[src/rtl/core/sfs_pkg.sv]
// Package for the stream field selector: configuration register codes,
// sizing constants and the structs passed between its modules.
// No dependencies.
package sfs_pkg;

  localparam int MaxFields  = 64;
  localparam int DelimBytes = 4;
  localparam int RegBytes   = 4;
  localparam int DelimCap   = (DelimBytes < RegBytes) ? DelimBytes : RegBytes;
  localparam int BurstLen   = DelimCap + 1;
  localparam int CntW       = $clog2(BurstLen + 1);
  localparam int CfgDataW   = 64;
  localparam int CfgIdxW    = 3;

  localparam logic [7:0] NlByte   = 8'd10;
  localparam logic [6:0] TokenSat = 7'd127;

  typedef enum logic [CfgIdxW-1:0] {
    REG_FIELD_MASK     = 3'd0,
    REG_IN_DELIMS      = 3'd1,
    REG_IN_DELIM_COUNT = 3'd2,
    REG_OUT_DELIM      = 3'd3,
    REG_OUT_DELIM_LEN  = 3'd4
  } cfg_reg_e;

  typedef struct packed {
    logic [63:0] field_mask;
    logic [31:0] in_delims;
    logic [2:0]  in_delim_count;
    logic [31:0] out_delim;
    logic [2:0]  out_delim_len;
  } cfg_t;

  typedef struct packed {
    logic [BurstLen-1:0][7:0] bytes;
    logic [CntW-1:0]          cnt;
  } burst_t;

  function automatic logic [2:0] cap_count(logic [2:0] n);
    logic [2:0] lim;
    lim = 3'(DelimCap);
    return (n > lim) ? lim : n;
  endfunction

endpackage

[src/rtl/core/sfs_in_if.sv]
// Input byte channel of the stream field selector.
// No dependencies.
interface sfs_in_if;
  logic       valid;
  logic       ready;
  logic [7:0] data_byte;

  modport source (output valid, output data_byte, input ready);
  modport sink   (input valid, input data_byte, output ready);
endinterface

[src/rtl/core/sfs_out_if.sv]
// Result byte channel of the stream field selector.
// No dependencies.
interface sfs_out_if;
  logic       valid;
  logic       ready;
  logic [7:0] out_byte;
  logic       run_last;

  modport source (output valid, output out_byte, output run_last, input ready);
  modport sink   (input valid, input out_byte, input run_last, output ready);
endinterface

[src/rtl/core/sfs_cfg_regs.sv]
// Configuration registers of the stream field selector.
// Depends on sfs_pkg.
module sfs_cfg_regs (
  input  logic                          clk_i,
  input  logic                          rst_ni,
  input  logic                          cfg_we_i,
  input  logic [sfs_pkg::CfgIdxW-1:0]   cfg_idx_i,
  input  logic [sfs_pkg::CfgDataW-1:0]  cfg_wdata_i,
  output sfs_pkg::cfg_t                 cfg_o
);
  import sfs_pkg::*;

  cfg_t cfg_q;

  always_ff @(posedge clk_i or negedge rst_ni) begin
    if (!rst_ni) begin
      cfg_q.field_mask     <= '0;
      cfg_q.in_delims      <= 32'd32;
      cfg_q.in_delim_count <= 3'd1;
      cfg_q.out_delim      <= 32'd32;
      cfg_q.out_delim_len  <= 3'd1;
    end else if (cfg_we_i) begin
      case (cfg_idx_i)
        REG_FIELD_MASK:     cfg_q.field_mask     <= cfg_wdata_i;
        REG_IN_DELIMS:      cfg_q.in_delims      <= cfg_wdata_i[31:0];
        REG_IN_DELIM_COUNT: cfg_q.in_delim_count <= cfg_wdata_i[2:0];
        REG_OUT_DELIM:      cfg_q.out_delim      <= cfg_wdata_i[31:0];
        REG_OUT_DELIM_LEN:  cfg_q.out_delim_len  <= cfg_wdata_i[2:0];
        default: ;
      endcase
    end
  end

  assign cfg_o = cfg_q;

endmodule

[src/rtl/core/sfs_parser.sv]
// Input register, line/token state and burst builder of the field selector.
// Depends on sfs_pkg and sfs_in_if.
module sfs_parser (
  input  logic           clk_i,
  input  logic           rst_ni,
  sfs_in_if.sink         in_if,
  input  sfs_pkg::cfg_t  cfg_i,
  input  logic           free_i,
  output sfs_pkg::burst_t burst_o
);
  import sfs_pkg::*;

  logic       vld_q;
  logic [7:0] byte_q;
  logic [6:0] tn_q, tn_d;
  logic       inside_q, inside_d;
  logic       chosen_q, chosen_d;
  logic       sent_q, sent_d;

  logic                     is_nl, is_delim, emit, consume;
  logic [2:0]               in_cnt, dlen;
  logic [RegBytes-1:0][7:0] idel, odel;
  burst_t                   burst;

  assign idel = cfg_i.in_delims;
  assign odel = cfg_i.out_delim;

  always_comb begin
    is_nl    = (byte_q == NlByte);
    in_cnt   = cap_count(cfg_i.in_delim_count);
    is_delim = 1'b0;
    for (int i = 0; i < DelimCap; i++) begin
      if ((3'(i) < in_cnt) && (idel[i] == byte_q)) is_delim = 1'b1;
    end

    tn_d     = tn_q;
    inside_d = inside_q;
    chosen_d = chosen_q;
    sent_d   = sent_q;
    dlen     = '0;
    if (is_nl) begin
      tn_d     = '0;
      inside_d = 1'b0;
      chosen_d = 1'b0;
      sent_d   = 1'b0;
    end else if (is_delim) begin
      inside_d = 1'b0;
    end else if (!inside_q) begin
      inside_d = 1'b1;
      tn_d     = (tn_q == TokenSat) ? tn_q : tn_q + 7'd1;
      chosen_d = (tn_d <= 7'(MaxFields)) && cfg_i.field_mask[6'(tn_d - 7'd1)];
      if (chosen_d) begin
        if (sent_q) dlen = cap_count(cfg_i.out_delim_len);
        sent_d = 1'b1;
      end
    end

    emit = is_nl || (!is_delim && chosen_d);
    for (int i = 0; i < BurstLen; i++) begin
      burst.bytes[i] = byte_q;
      if ((i < DelimCap) && (3'(i) < dlen)) burst.bytes[i] = odel[2'(i)];
    end
    burst.cnt = (vld_q && emit) ? CntW'(dlen) + CntW'(1) : '0;
  end

  assign consume     = vld_q && (!emit || free_i);
  assign in_if.ready = !vld_q || consume;
  assign burst_o     = burst;

  always_ff @(posedge clk_i or negedge rst_ni) begin
    if (!rst_ni) begin
      vld_q    <= 1'b0;
      tn_q     <= '0;
      inside_q <= 1'b0;
      chosen_q <= 1'b0;
      sent_q   <= 1'b0;
    end else begin
      if (consume) begin
        tn_q     <= tn_d;
        inside_q <= inside_d;
        chosen_q <= chosen_d;
        sent_q   <= sent_d;
      end
      if (in_if.ready) vld_q <= in_if.valid;
    end
  end

  always_ff @(posedge clk_i) begin
    if (in_if.ready && in_if.valid) byte_q <= in_if.data_byte;
  end

endmodule

[src/rtl/core/sfs_emitter.sv]
// Result register and byte serializer of the field selector.
// Depends on sfs_pkg and sfs_out_if.
module sfs_emitter (
  input  logic             clk_i,
  input  logic             rst_ni,
  input  sfs_pkg::burst_t  burst_i,
  output logic             free_o,
  sfs_out_if.source        out_if
);
  import sfs_pkg::*;

  logic [BurstLen-1:0][7:0] bytes_q;
  logic [CntW-1:0]          cnt_q;
  logic                     load, shift;

  assign shift  = out_if.valid && out_if.ready;
  assign free_o = (cnt_q == '0) || ((cnt_q == CntW'(1)) && out_if.ready);
  assign load   = free_o && (burst_i.cnt != '0);

  assign out_if.valid    = (cnt_q != '0);
  assign out_if.out_byte = bytes_q[0];
  assign out_if.run_last = (cnt_q == CntW'(1));

  always_ff @(posedge clk_i or negedge rst_ni) begin
    if (!rst_ni) begin
      cnt_q <= '0;
    end else if (load) begin
      cnt_q <= burst_i.cnt;
    end else if (shift) begin
      cnt_q <= cnt_q - CntW'(1);
    end
  end

  always_ff @(posedge clk_i) begin
    if (load) begin
      bytes_q <= burst_i.bytes;
    end else if (shift) begin
      for (int i = 0; i < BurstLen - 1; i++) bytes_q[i] <= bytes_q[i+1];
    end
  end

endmodule

[src/rtl/core/stream_field_selector.sv]
// Stream field selector top level: cut-style token selection on a byte stream.
// Depends on sfs_pkg, sfs_in_if, sfs_out_if, sfs_cfg_regs, sfs_parser, sfs_emitter.
//
// Bytes enter one per cycle through an input register, while the output does
// not hold them back; a result register then sends the bytes each input
// causes, one per cycle while out_if.ready is high, with run_last on the
// final one. Delimiters and bytes of unselected tokens produce nothing. A
// byte of a selected token or a newline produces one result byte; the first
// byte of a selected token that follows an earlier selected token of the line
// also produces min(out_delim_len, 4) output delimiter bytes before itself, and
// a following byte that produces output waits until the serializer is through.
// The user must write configuration only while the stream is idle; the block itself does not enforce it.
module stream_field_selector (
  input  logic                          clk_i,
  input  logic                          rst_ni,
  input  logic                          cfg_we_i,
  input  logic [sfs_pkg::CfgIdxW-1:0]   cfg_idx_i,
  input  logic [sfs_pkg::CfgDataW-1:0]  cfg_wdata_i,
  sfs_in_if.sink                        in_if,
  sfs_out_if.source                     out_if
);
  import sfs_pkg::*;

  cfg_t   cfg;
  burst_t burst;
  logic   free;

  sfs_cfg_regs u_cfg (
    .clk_i       (clk_i),
    .rst_ni      (rst_ni),
    .cfg_we_i    (cfg_we_i),
    .cfg_idx_i   (cfg_idx_i),
    .cfg_wdata_i (cfg_wdata_i),
    .cfg_o       (cfg)
  );

  sfs_parser u_parser (
    .clk_i   (clk_i),
    .rst_ni  (rst_ni),
    .in_if   (in_if),
    .cfg_i   (cfg),
    .free_i  (free),
    .burst_o (burst)
  );

  sfs_emitter u_emitter (
    .clk_i   (clk_i),
    .rst_ni  (rst_ni),
    .burst_i (burst),
    .free_o  (free),
    .out_if  (out_if)
  );

endmodule

[src/flat_wrapper.sv]
// flat-port wrapper written by rule: the top's interface ports become plain ports
module stream_field_selector_flat import sfs_pkg::*;
  (clk_i, rst_ni, cfg_we_i, cfg_idx_i, cfg_wdata_i, in_if_valid, in_if_data_byte, in_if_ready, out_if_valid, out_if_out_byte, out_if_run_last, out_if_ready);
  sfs_in_if in_if_i ();
  sfs_out_if out_if_i ();
  input  logic clk_i;
  input  logic rst_ni;
  input  logic cfg_we_i;
  input  logic [sfs_pkg::CfgIdxW-1:0] cfg_idx_i;
  input  logic [sfs_pkg::CfgDataW-1:0] cfg_wdata_i;
  input wire logic [$bits(in_if_i.valid)-1:0] in_if_valid;
  input wire logic [$bits(in_if_i.data_byte)-1:0] in_if_data_byte;
  output wire logic [$bits(in_if_i.ready)-1:0] in_if_ready;
  output wire logic [$bits(out_if_i.valid)-1:0] out_if_valid;
  output wire logic [$bits(out_if_i.out_byte)-1:0] out_if_out_byte;
  output wire logic [$bits(out_if_i.run_last)-1:0] out_if_run_last;
  input wire logic [$bits(out_if_i.ready)-1:0] out_if_ready;
  assign in_if_i.valid = in_if_valid;
  assign in_if_i.data_byte = in_if_data_byte;
  assign in_if_ready = in_if_i.ready;
  assign out_if_valid = out_if_i.valid;
  assign out_if_out_byte = out_if_i.out_byte;
  assign out_if_run_last = out_if_i.run_last;
  assign out_if_i.ready = out_if_ready;
  stream_field_selector u_core (.clk_i(clk_i), .rst_ni(rst_ni), .cfg_we_i(cfg_we_i), .cfg_idx_i(cfg_idx_i), .cfg_wdata_i(cfg_wdata_i), .in_if(in_if_i), .out_if(out_if_i));
endmodule
[config.mk]
export PLATFORM = sky130hd
export DESIGN_NAME = stream_field_selector_flat
export DESIGN_NICKNAME = d
export VERILOG_FILES = /design/src/rtl/core/sfs_pkg.sv /design/src/rtl/core/sfs_in_if.sv /design/src/rtl/core/sfs_out_if.sv /design/src/rtl/core/sfs_cfg_regs.sv /design/src/rtl/core/sfs_parser.sv /design/src/rtl/core/sfs_emitter.sv /design/src/rtl/core/stream_field_selector.sv /design/src/flat_wrapper.sv
export SDC_FILE = /design/constraint.sdc
export NUM_CORES = 1
export LEC_CHECK = 0
export ABC_AREA = 1
export CAP_MARGIN = 20
export CORE_UTILIZATION = 48
export DETAILED_ROUTE_END_ITERATION = 8
export DONT_BUFFER_PORTS = 1
export PLACE_DENSITY = 0.62
export RECOVER_POWER = 100
export SKIP_LAST_GASP = 1
export SLEW_MARGIN = 40
export SYNTH_ARGS = -nofsm -noshare
export SYNTH_HDL_FRONTEND = slang
export SYNTH_SLANG_ARGS = --single-unit
[constraint.sdc]
create_clock -name clk_i -period 5.7 [get_ports clk_i]
set_clock_uncertainty 0.1 [all_clocks]
set_input_delay 0.57 -clock clk_i [delete_from_list [all_inputs] [get_ports clk_i]]
set_output_delay 0.57 -clock clk_i [all_outputs]
set_load 0.01 [all_outputs]
==> results.py <==
metrics = {
    "status": {
        "status": "finished with violations",
        "violations": "max-capacitance violations, max-slew violations",
    },
    "sta": {
        "setup-violations-final": 0,
        "period_share_pct": 88.74,
        "finalHoldViolations": 0,
        "fin_ws_ps": 641.9,
        "period_needed_ps": 5058,
        "max_freq_mhz": 197.7,
        "rsz0062_at_grt": "no",
        "worst_hold_slack_ps": 136.0,
        "slew-limit-headroom_pct": -122.9,
        "worstMarginPinSlew_ps": 3344,
        "finalMaxSlewViolations": 297,
        "fin_setup_tns_ps": 0,
    },
    "critical_path": {
        "cp-end-kind": "flop",
        "crit_arrival_ps": 5040,
        "ff2ff_setup_slack_ps": 640,
        "crit_fanout": 37,
        "cpMostUsedCell": "nand2_1",
        "crit_slowest_cell": "dfrtp_1",
        "critPathKind": "flop to flop",
        "startpoint_type": "flop",
        "required_ps": 5680,
        "slowest_delay_ps": 440,
    },
    "synth": {
        "dominantRegCellSynth": "dfrtp_1",
        "ys_ff_latch": 180,
        "yosysWarnings": 0,
        "mappedNetlistArea_um2": 8647,
        "yosysUniqueCellTypes": 43,
        "syn-num-nets": 1034,
        "synth_top_area_share_pct": 37.04,
        "synthTopCellsByArea": "dfrtp_1 37%, edfxtp_1 17%, nand2_1 11%",
        "syn_avg_cell_area_um2": 9.121,
        "syn_inst": 948,
        "yosysTopAreaCell": "dfrtp_1",
        "synth_edf_count": 48,
        "async_reset_ff_share_pct": 73.33,
        "ys_seq_area_share_pct": 54.93,
    },
    "final_layout": {
        "utilization_pct": 52.95,
        "multi_input_area_um2": 3303,
        "drive_above_1_share_pct": 11.00,
        "nFillCells": 1639,
        "nNetsFinal": 1009,
        "area_growth_pct": 6.656,
        "diodes": 0,
        "layout.area.seq_um2": 4750,
    },
    "clocking": {
        "cts_num_sinks": 180,
        "cts_resized": 0,
        "cts_buffers": 17,
        "cts_tree": "done",
        "clockRootBuffer": "clkbuf_16",
        "insertion_delay_ps": 430,
        "htree_levels": 4,
        "clockBufferDepth": 2,
        "clk_pin_slew_worst_paths_ps": 70,
    },
    "global_routing": {
        "grt_pass1_wl_mm": 32.13,
        "grt_pass1_vias": 6007,
        "gr-total-overflow": 0,
        "grt_antenna_before_repair": 0,
        "grt_max_degree": 133,
        "grt_usage_pct": 22.95,
    },
    "routing": {
        "drt_iter0_drc": 605,
        "avgViaCountPerCell": 5.440,
        "wl_per_cell_um": 17.05,
        "vias": 6316,
        "firstDrtPassIters": 5,
        "drc": 0,
        "ant_nets": 0,
        "wl_mm": 19.79,
    },
    "pwr": {
        "p_total_w": 0.004799,
        "p_leak_nw": 4.256,
        "max-vdd-ir-drop_uv": 247.6,
        "power.density_nw_per_um2": 520.4,
    },
    "placed_design": {
        "dp.final_hpwl_mm": 13.66,
        "gp_congestion": 0.8413,
        "pre_cts_ws_ps": 773.8,
        "numPortBuffers": 0,
    },
    "floorplanning": {
        "boundaryPins": 91,
        "die_h_um": 136.2,
        "die_x_um": 136.2,
        "start_util_pct": 49.65,
        "rows": 48,
        "fp.dieArea_um2": 18560,
        "core_area_um2": 17420,
    },
    "flow_run": {
        "drv_cap": 4,
    },
    "hold_path": {
        "hold_class": "input pin to flop",
    },
}
## kinds of logic after synthesis
family | after synthesis | synth area share [%]
buf+inv | 131 | 6.613
flops | 180 | 54.93
compound gates | 148 | 9.536
fa+ha+maj | 6 | 0.8682
xor+xnor | 20 | 2.026
simple gates | 431 | 21.86
mux | 32 | 4.167
## power by group
part	internal (W)	switching, W	total, W	leakage (nW)
registers	0.00167	0.000211	0.00188	2.09
logic	0.000615	0.00120	0.00182	1.90
clock network	0.000578	0.000521	0.00110	0.268
total	0.00286	0.00194	0.00480	4.26
## worst max-delay path, delay by kind of cell (launching register included)
family	cells	cell delay (ps)
flops	1	440
buf+inv	4	900
simple gates	18	2260
fa+ha+maj	3	810
compound gates	1	180
## routing by layer
layer  wire length, µm  vias up  GRT usage (%)
met5                 0        -              0
met1              9780     3082          34.01
met4               244        0          7.222
li1                  -     3081              -
met2              9025      135          34.12
met3               744       18          3.990
## cell type report
type	count	area share (%)
flip-flops and latches	180	51.50
clock inverters	13	1.085
inverters	80	3.256
well taps	225	3.053
multi-input cells	637	35.82
clock buffers	19	4.816
repair buffers	7	0.4748
## per-stage QoR
stage / cells / cell area (µm²)
floorplan: 948 / 8647
finish: 1161 / 9223
global placement: 1128 / 8707
CTS: 1161 / 9294
global route: 1161 / 9223
detailed placement: 1128 / 8722
## sequential cells by signal, summed over array words and instances, names as in the netlist
name / count
u_core.u_cfg.cfg_o: 118
u_core.u_emitter.bytes_q: 32
u_core.u_emitter.cnt_q: 3
u_core.u_emitter.out_if.out_byte: 8
u_core.u_parser.byte_q: 8
u_core.u_parser.chosen_q: 1
u_core.u_parser.inside_q: 1
u_core.u_parser.sent_q: 1
u_core.u_parser.tn_q: 7
u_core.u_parser.vld_q: 1
## timing repair
item | CTS | global route
hold buffers | 1 | 0
endpoints found under the setup margin | 0 | 0
endpoints found under the hold margin | 132 | 0
setup buffers | 0 | 0
## cells in the mapped netlist (8+ instances only)
master / n
dfrtp_1: 128
nor2_1: 42
o21ai_0: 95
clkbuf_1: 20
buf_4: 17
nand2_1: 242
xor2_1: 9
nand3_1: 100
inv_1: 77
edfxtp_1: 48
xnor2_1: 11
nand4_1: 11
nand2_2: 8
mux2_2: 32
o22ai_1: 9
a21oi_1: 30
## cell usage in the layout (no fill, tap or decap), types with 7 or more instances in the layout
cell type | netlist | layout
nor2_1 | 42 | 42
xnor2_1 | 11 | 11
o22ai_1 | 9 | 9
or2_2 | 7 | 7
edfxtp_1 | 48 | 48
xor2_1 | 9 | 9
a21oi_1 | 30 | 31
nor3_1 | 7 | 7
mux2_2 | 32 | 32
clkbuf_16 | 0 | 17
nand4_1 | 11 | 11
o21ai_0 | 95 | 96
nand2_1 | 242 | 245
nand3_1 | 100 | 100
dfrtp_1 | 128 | 128
inv_1 | 77 | 77
## path summary, 6_finish.rpt
kind / endpoint / startpoint / depth (start not counted)
min in group asynchronous: u_core.u_cfg.cfg_o[93] / rst_ni / 1
worst min register to register: u_core.u_cfg.cfg_o[83] / u_core.u_cfg.cfg_o[83] / 2
max in group asynchronous: u_core.u_emitter.cnt_q[0] / rst_ni / 1
worst min-delay path: u_core.u_parser.byte_q[0] / in_if_data_byte[0] / 0
worst max-delay path: u_core.u_emitter.bytes_q[24] / u_core.u_parser.tn_q[0] / 26
worst max register to register: u_core.u_emitter.bytes_q[24] / u_core.u_parser.tn_q[0] / 26
No activity file was read; power rests on OpenSTA's default activity.
